--- config.mk ---
export PLATFORM = sky130hd
export DESIGN_NAME = counting_semaphore_wait_queues_core
export DESIGN_NICKNAME = d
export VERILOG_FILES = /design/src/hdl/cswq_pkg.sv /design/src/hdl/counting_semaphore_wait_queues_core.sv
export SDC_FILE = /design/constraint.sdc
export NUM_CORES = 1
export LEC_CHECK = 0
export BUFFER_PORTS_ARGS = -buffer_cell sky130_fd_sc_hd__buf_2
export CAP_MARGIN = 0
export CORE_UTILIZATION = 40
export CTS_CLUSTER_DIAMETER = 200
export CTS_CLUSTER_SIZE = 10
export DETAILED_ROUTE_END_ITERATION = 6
export GPL_TIMING_DRIVEN = 0
export PLACE_DENSITY = 0.55
export SLEW_MARGIN = 0
export SYNTH_ARGS = -nofsm -noshare
export SYNTH_HDL_FRONTEND = slang
export SYNTH_SLANG_ARGS = --single-unit
export TNS_END_PERCENT = 20
--- constraint.sdc ---
create_clock -name clock -period 9.8 [get_ports clock]
set_input_delay 0.98 -clock clock [delete_from_list [all_inputs] [get_ports clock]]
set_output_delay 0.98 -clock clock [all_outputs]
set_load 0.02 [all_outputs]
--- src/hdl/cswq_pkg.sv ---
// Shared definitions for the counting semaphore block with FIFO wait queues.
// Holds status and function codes, register indexes, field widths and defaults.
// Depends on nothing.
`timescale 1ns / 1ps

package cswq_pkg;

   localparam int NUM_SEMAPHORES_DEF = 5;
   localparam int WAIT_DEPTH_DEF     = 16;
   localparam int PID_WIDTH_DEF      = 8;

   localparam int SEM_ID_W = 3;
   localparam int STATUS_W = 3;
   localparam int COUNT_W  = 8;
   localparam int INIT_W   = 7;
   localparam int MASK_W   = 5;

   localparam int CSR_USED_MASK = 0;
   localparam int CSR_INIT_BASE = 1;

   localparam logic signed [COUNT_W-1:0] COUNT_MAX  = 8'sd127;
   localparam logic signed [COUNT_W-1:0] COUNT_MIN  = -8'sd128;
   localparam logic signed [COUNT_W-1:0] COUNT_ZERO = 8'sd0;
   localparam logic signed [COUNT_W-1:0] COUNT_ONE  = 8'sd1;

   typedef enum logic [STATUS_W-1:0] {
      ST_OK       = 3'd0,
      ST_BAD_ID   = 3'd1,
      ST_UNINIT   = 3'd2,
      ST_FULL     = 3'd3,
      ST_EMPTY    = 3'd4,
      ST_OVERFLOW = 3'd5
   } status_type;

   typedef enum logic {
      FUNC_P = 1'b0,
      FUNC_V = 1'b1
   } func_type;

endpackage

--- src/hdl/counting_semaphore_wait_queues_core.sv ---
// Top level of the counting semaphore bank; each semaphore keeps a FIFO of waiters.
// Waiter IDs live in one synchronous memory; counts and queue pointers in registers.
// Depends on cswq_pkg.
// A result passes through the p1 stage registers and then the output registers.
// Throughput: one request per cycle while req_stall is low; the count and pointer update
// for a semaphore completes in the accept cycle, and the waiter memory read is registered with p1.
// Reset clears all counts, queue pointers, fill levels and the used mask at once;
// the waiter memory is not cleared and no clearing pass is needed.
`timescale 1ns / 1ps

module counting_semaphore_wait_queues_core
   import cswq_pkg::*;
#(
   parameter int NUM_SEMAPHORES = NUM_SEMAPHORES_DEF,
   parameter int WAIT_DEPTH     = WAIT_DEPTH_DEF,
   parameter int PID_WIDTH      = PID_WIDTH_DEF,
   localparam int CSR_IDX_W     = $clog2(NUM_SEMAPHORES + 1)
) (
   input  logic                 clock,
   input  logic                 reset,
   input  logic                 req_valid,
   output logic                 req_stall,
   input  logic                 req_func,
   input  logic [SEM_ID_W-1:0]  req_sem_id,
   input  logic [PID_WIDTH-1:0] req_caller_pid,
   output logic                 rsp_valid,
   input  logic                 rsp_stall,
   output logic [STATUS_W-1:0]  rsp_status,
   output logic                 rsp_caller_blocked,
   output logic                 rsp_woke_valid,
   output logic [PID_WIDTH-1:0] rsp_woke_pid,
   input  logic                 csr_valid,
   output logic                 csr_ready,
   input  logic [CSR_IDX_W-1:0] csr_index,
   input  logic [INIT_W-1:0]    csr_wdata
);

   localparam int SEM_IDX_W  = (NUM_SEMAPHORES > 1) ? $clog2(NUM_SEMAPHORES) : 1;
   localparam int ID_EXT_W   = (SEM_IDX_W > SEM_ID_W) ? SEM_IDX_W : SEM_ID_W;
   localparam int SLOT_W     = $clog2(WAIT_DEPTH);
   localparam int FILL_W     = $clog2(WAIT_DEPTH + 1);
   localparam int MEM_DEPTH  = NUM_SEMAPHORES * WAIT_DEPTH;
   localparam int ADDR_W     = $clog2(MEM_DEPTH);

   logic signed [COUNT_W-1:0] count_ff [NUM_SEMAPHORES];
   logic signed [COUNT_W-1:0] count_in [NUM_SEMAPHORES];
   logic [SLOT_W-1:0]         head_ff  [NUM_SEMAPHORES];
   logic [SLOT_W-1:0]         head_in  [NUM_SEMAPHORES];
   logic [SLOT_W-1:0]         tail_ff  [NUM_SEMAPHORES];
   logic [SLOT_W-1:0]         tail_in  [NUM_SEMAPHORES];
   logic [FILL_W-1:0]         fill_ff  [NUM_SEMAPHORES];
   logic [FILL_W-1:0]         fill_in  [NUM_SEMAPHORES];
   logic [NUM_SEMAPHORES-1:0] used_mask_ff;
   logic [NUM_SEMAPHORES-1:0] used_mask_in;

   logic [PID_WIDTH-1:0]      wait_mem [MEM_DEPTH];
   logic [PID_WIDTH-1:0]      mem_rdata_ff;
   logic                      mem_we;
   logic                      mem_re;
   logic [ADDR_W-1:0]         mem_waddr;
   logic [ADDR_W-1:0]         mem_raddr;

   logic                      p1_valid_ff;
   logic                      p1_valid_in;
   status_type                p1_status_ff;
   status_type                p1_status_in;
   logic                      p1_blocked_ff;
   logic                      p1_blocked_in;
   logic                      p1_pop_ff;
   logic                      p1_pop_in;

   logic                      out_valid_ff;
   logic                      out_valid_in;
   status_type                out_status_ff;
   logic                      out_blocked_ff;
   logic                      out_woke_ff;
   logic [PID_WIDTH-1:0]      out_woke_pid_ff;

   logic                      out_free;
   logic                      req_accept;
   logic [ID_EXT_W-1:0]       id_ext;
   logic [SEM_IDX_W-1:0]      sem_idx;
   logic                      id_ok;
   logic signed [COUNT_W-1:0] cur_count;
   logic [SLOT_W-1:0]         cur_head;
   logic [SLOT_W-1:0]         cur_tail;
   logic [FILL_W-1:0]         cur_fill;
   logic [NUM_SEMAPHORES+MASK_W-1:0] mask_wide;

   assign out_free   = !out_valid_ff || !rsp_stall;
   assign req_stall  = p1_valid_ff && !out_free;
   assign req_accept = req_valid && !req_stall;
   assign csr_ready  = 1'b1;

   assign id_ext    = ID_EXT_W'(req_sem_id);
   assign sem_idx   = id_ext[SEM_IDX_W-1:0];
   assign id_ok     = (id_ext < ID_EXT_W'(NUM_SEMAPHORES));
   assign cur_count = count_ff[sem_idx];
   assign cur_head  = head_ff[sem_idx];
   assign cur_tail  = tail_ff[sem_idx];
   assign cur_fill  = fill_ff[sem_idx];
   assign mask_wide = (NUM_SEMAPHORES + MASK_W)'(csr_wdata[MASK_W-1:0]);

   assign mem_waddr = ADDR_W'(sem_idx) * ADDR_W'(WAIT_DEPTH) + ADDR_W'(cur_tail);
   assign mem_raddr = ADDR_W'(sem_idx) * ADDR_W'(WAIT_DEPTH) + ADDR_W'(cur_head);

   always_comb begin
      count_in      = count_ff;
      head_in       = head_ff;
      tail_in       = tail_ff;
      fill_in       = fill_ff;
      used_mask_in  = used_mask_ff;
      mem_we        = 1'b0;
      mem_re        = 1'b0;
      p1_status_in  = ST_OK;
      p1_blocked_in = 1'b0;
      p1_pop_in     = 1'b0;

      if (!id_ok) begin
         p1_status_in = ST_BAD_ID;
      end else if (!used_mask_ff[sem_idx]) begin
         p1_status_in = ST_UNINIT;
      end else if (req_func == FUNC_P) begin
         if (cur_count <= COUNT_ZERO && cur_fill == FILL_W'(WAIT_DEPTH)) begin
            p1_status_in = ST_FULL;
         end else if (cur_count == COUNT_MIN) begin
            p1_status_in = ST_OVERFLOW;
         end else begin
            if (req_accept) begin
               count_in[sem_idx] = cur_count - COUNT_ONE;
            end
            if (cur_count <= COUNT_ZERO) begin
               p1_blocked_in = 1'b1;
               if (req_accept) begin
                  mem_we           = 1'b1;
                  tail_in[sem_idx] = (cur_tail == SLOT_W'(WAIT_DEPTH - 1)) ?
                                     '0 : cur_tail + SLOT_W'(1);
                  fill_in[sem_idx] = cur_fill + FILL_W'(1);
               end
            end
         end
      end else begin
         if (cur_count == COUNT_MAX) begin
            p1_status_in = ST_OVERFLOW;
         end else begin
            if (req_accept) begin
               count_in[sem_idx] = cur_count + COUNT_ONE;
            end
            if (cur_count < COUNT_ZERO) begin
               if (cur_fill == '0) begin
                  p1_status_in = ST_EMPTY;
               end else begin
                  p1_pop_in = 1'b1;
                  if (req_accept) begin
                     mem_re           = 1'b1;
                     head_in[sem_idx] = (cur_head == SLOT_W'(WAIT_DEPTH - 1)) ?
                                        '0 : cur_head + SLOT_W'(1);
                     fill_in[sem_idx] = cur_fill - FILL_W'(1);
                  end
               end
            end
         end
      end

      if (csr_valid && csr_ready) begin
         if (csr_index == CSR_IDX_W'(CSR_USED_MASK)) begin
            used_mask_in = mask_wide[NUM_SEMAPHORES-1:0];
         end
         for (int k = 0; k < NUM_SEMAPHORES; k++) begin
            if (csr_index == CSR_IDX_W'(CSR_INIT_BASE + k)) begin
               count_in[k]     = COUNT_W'(csr_wdata);
               head_in[k]      = '0;
               tail_in[k]      = '0;
               fill_in[k]      = '0;
               used_mask_in[k] = 1'b1;
            end
         end
      end

      if (req_accept) begin
         p1_valid_in = 1'b1;
      end else if (out_free) begin
         p1_valid_in = 1'b0;
      end else begin
         p1_valid_in = p1_valid_ff;
      end

      if (out_free) begin
         out_valid_in = p1_valid_ff;
      end else begin
         out_valid_in = out_valid_ff;
      end
   end

   always_ff @(posedge clock) begin
      if (reset) begin
         for (int k = 0; k < NUM_SEMAPHORES; k++) begin
            count_ff[k] <= COUNT_ZERO;
            head_ff[k]  <= '0;
            tail_ff[k]  <= '0;
            fill_ff[k]  <= '0;
         end
         used_mask_ff <= '0;
         p1_valid_ff  <= 1'b0;
         out_valid_ff <= 1'b0;
      end else begin
         count_ff     <= count_in;
         head_ff      <= head_in;
         tail_ff      <= tail_in;
         fill_ff      <= fill_in;
         used_mask_ff <= used_mask_in;
         p1_valid_ff  <= p1_valid_in;
         out_valid_ff <= out_valid_in;
      end
   end

   always_ff @(posedge clock) begin
      if (mem_we) begin
         wait_mem[mem_waddr] <= req_caller_pid;
      end
      if (mem_re) begin
         mem_rdata_ff <= wait_mem[mem_raddr];
      end
   end

   always_ff @(posedge clock) begin
      if (req_accept) begin
         p1_status_ff  <= p1_status_in;
         p1_blocked_ff <= p1_blocked_in;
         p1_pop_ff     <= p1_pop_in;
      end
      if (out_free && p1_valid_ff) begin
         out_status_ff   <= p1_status_ff;
         out_blocked_ff  <= p1_blocked_ff;
         out_woke_ff     <= p1_pop_ff;
         out_woke_pid_ff <= p1_pop_ff ? mem_rdata_ff : '0;
      end
   end

   assign rsp_valid          = out_valid_ff;
   assign rsp_status         = out_status_ff;
   assign rsp_caller_blocked = out_blocked_ff;
   assign rsp_woke_valid     = out_woke_ff;
   assign rsp_woke_pid       = out_woke_pid_ff;

endmodule
==> flow_summary.yaml <==
worst_setup_path:
  worstReg2RegStart: "count_ff[8]"
  cp_data_arrival_time_ns: 6.60
  type_of_element_launching_the_critical_path: "input port"
  cp_data_required_time_ns: 10.06
  crit_fanout: 10
  reg2reg_depth: 11
  r2r_end: "wait_mem[34][4]"
  r2r_setup_slack_ns: 4.65
  cp_endpoint_kind: "flip-flop"
  crit_type: "in -> reg"
synthesis:
  synth_top_cell_by_area: "edfxtp_1"
  netlist_area_um2: 33900
  mappedNetlistNets: 2644
  netlist_top_cells_area: "edfxtp_1, dfxtp_1, nand2_1"
  post_synth_xor_xnor_area: 0.00362
  yosys.cell_count.top_type: "edfxtp_1"
  async_reset_ff_frac: 0
  synth_cell_type_count: 101
  synth_seq_cells: 778
  average_size_of_a_mapped_cell_um2: 13.0
  synth_seq_area_share: 0.657
  synth.cells.most_frequent: "edfxtp_1, nand2_1, nor2_1"
  ys_dominant_reg_cell: "edfxtp_1"
  postSynthCellCount: 2610
  yosys.area_share.simple: 0.120
  synth_edf_count: 666
  synth_top_area_frac: 0.591
  post_synth_fa_ha_maj_area_fraction: 0.00259
  dominant_combinational_cell_family_by_area_after_synthesis: "compound AO/OA/AOI/OAI gates"
  ys_warn_count: 0
  synth_compound_area_frac: 0.123
  synth.area.mux_share: 0.0688
power:
  ir_worst_vdd_uv: 141
  register_share_of_total_power: 0.532
  clock_power_share: 0.431
  switching_power_mw: 1.51
  power.total_mw: 6.78
  power.density_nw_per_um2: 178
  power_switching_share: 0.223
  p_comb_frac: 0.037
  leakagePower_nw: 12.1
  total_internal_power_mw: 5.27
route:
  via_count: 24200
  vias_per_cell: 6.19
  routed_wirelength_mm: 118
  drc: 0
  number_of_design_rule_violations_left_by_the_first_detailed_router_iteration: 2999
  route.antenna.remaining_nets: 0
  avgRoutedWirePerCell_um: 30.3
  detailedRoute.firstPassIterationCount: 7
clock_tree:
  post_cts_resize_count: 0
  clk-insertion-delay-late_ns: 0.67
  postCtsSetupRepairBufs: 0
  number_of_cts_inserted_buffers: 87
  cts_hold_repair.buffers: 0
  clkSinkCount: 778
  clock-root-buffer: "clkbuf_16"
  h_tree_lvl_count: 3
  clock_tree_from_tritoncts: "built"
  clk_pin_slew_worst_paths_ns: 0.06
  clk_path_buf_depth: 3
timing:
  setup_repair_after_global_routing_missed_its_margin: "no"
  number_of_pins_exceeding_their_max_slew_limit_in_the_final_report: 0
  final_min_period_over_clock_period: 0.647
  hold_viol_final: 0
  worst_clock_skew_ns: 0.0394
  actual_slew_at_the_worst_max_slew_pin_ns: 1.36
  setup_tns_ns: 0
  finalCriticalPeriod_ns: 6.34
  timing.slew.headroom: 0.0831
  max_freq_ghz: 0.158
  number_of_endpoints_failing_setup_at_the_final_stage: 0
hold_path:
  min_path_type: "reg -> reg"
  worst_hold_path.endpoint: "rsp_caller_blocked"
  min_delay_path_depth: 0
  worstHoldStart: "p1_blocked_ff"
finish:
  area.sequential_um2: 22200
  instances_no_fill: 3906
  multi_input_area_um2: 10800
  layout-drive-gt1-share: 0.120
  antennaDiodeCount: 0
  layout.filler_cells: 7522
  layout-area-overhead-vs-synth_pct: 12.6
  nNetsFinal: 2784
grt:
  grt_usage: 0.274
  globalRouteOverflowTotal: 0
  grt_antenna_before_repair: 0
  grt_start_max_net_pins: 81
  first_pass_grt_wire_length_mm: 170
  via_count_of_the_first_global_routing_pass: 23600
die:
  boundaryPins: 43
  fp.coreArea_um2: 83700
  area_of_the_die_um2: 85800
  row_count: 106
  initial_utilization: 0.405
  die_width_um: 293
  chipHeight_um: 293
job:
  maxCapViolations: 0
placement:
  gpl.final_weighted_congestion: 0.955
  numPortBuffers: 40
  number_of_cells_in_the_design_after_placement: 3794
  post-dp-hpwl_mm: 83.5
run_status:
  run_status: "completed"
[sequential cells by signal (all words and copies together) (netlist names)]
| register | cells |
|---|---|
| count_ff | 40 |
| rsp_woke_pid | 8 |
| wait_mem | 640 |
| head_ff | 20 |
| p1_status_ff | 3 |
| tail_ff | 20 |
| fill_ff | 25 |
| rsp_woke_valid | 1 |
| rsp_status | 3 |
| p1_valid_ff | 1 |
| rsp_caller_blocked | 1 |
| rsp_valid | 1 |
| used_mask_ff | 5 |
| p1_blocked_ff | 1 |
| mem_rdata_ff | 8 |
| p1_pop_ff | 1 |
[final cells by class]
type,instances,area share
tap,1134,0.0372
timing repair buffer,51,0.0106
clock inverter,8,0.00453
buffer,166,0.0199
inverter,27,0.00279
multi-input combinational,1639,0.283
sequential,778,0.583
clock buffer,103,0.0587
[kinds of logic (layout without fill, tap and decap cells)]
kind of cell,Yosys count,count (layout)
mux,185,185
simple gates,862,862
flops,778,778
other cells,1,1
xor+xnor,14,14
compound gates,570,570
buf+inv,193,355
fa+ha+maj,7,7
[per-layer routing]
metal,global-route usage,vias up,wire length (µm)
li1,-,10400,-
met1,0.376,12200,49000
met2,0.434,1293,54600
met3,0.0432,273,9570
met4,0.116,0,5370
met5,0,-,0
[how the worst max path moves through the flow]
stage	startpoint	endpoint	slack, ns	depth (start not counted)
after global routing	req_sem_id[2]	wait_mem[15][2]	3.37	15
after floorplan	req_sem_id[0]	count_ff[23]	5.21	15
final	req_sem_id[2]	wait_mem[34][4]	3.46	15
after CTS	req_sem_id[2]	wait_mem[15][6]	3.64	15
after detailed placement	req_sem_id[2]	wait_mem[39][1]	2.98	15
after global placement	req_sem_id[0]	wait_mem[79][0]	2.92	16
[metrics by stage]
step,setup slack [ns],hold WS (ns),cell area (µm²),utilization
after floorplan,5.21,0.400,33900,-
after global placement,2.92,0.435,35500,0.424
after detailed placement,2.98,0.427,35700,0.427
after CTS,3.64,0.443,38100,0.456
after global routing,3.37,0.450,38100,0.456
final,3.46,0.435,38100,0.456
[cell usage in the layout, fill, tap and decap left out, types with 24 or more instances in the layout]
cell type    n
and3_1      48
a21oi_1     91
buf_2       77
a31oi_1     51
nand2_1    293
edfxtp_1   666
nor2_1     208
a211oi_1    86
dfxtp_1    112
mux2_2      45
clkbuf_1   112
mux2i_1    102
nand3_1    159
a2111oi_0   35
a22oi_1     30
o21ai_0     67
nor3_1      27
clkbuf_16   87
o22ai_1     32
mux4_2      33
a32oi_1     24
[power groups by stage]
stage	sequential, mW	combinational, mW	clock, mW
finish	3.61	0.252	2.92
global route	3.61	0.264	3.07
global placement	3.68	0.239	0
floorplan	3.68	0.113	0
detailed placement	3.68	0.249	0
CTS	3.61	0.250	2.95
[critical path, stage by stage]
cell      delay (ns)
buf_4           0.15
buf_6           0.21
clkbuf_1        0.52
clkbuf_1        0.69
o21ai_0         0.35
nand2_1         0.19
ha_1            0.23
and4_1          0.20
buf_2           0.20
a21boi_2        0.12
buf_6           0.20
nor4_1          0.40
buf_2           0.35
nand3_1         0.72
nor2_1          1.06
Power figures use the tool's default switching activity.
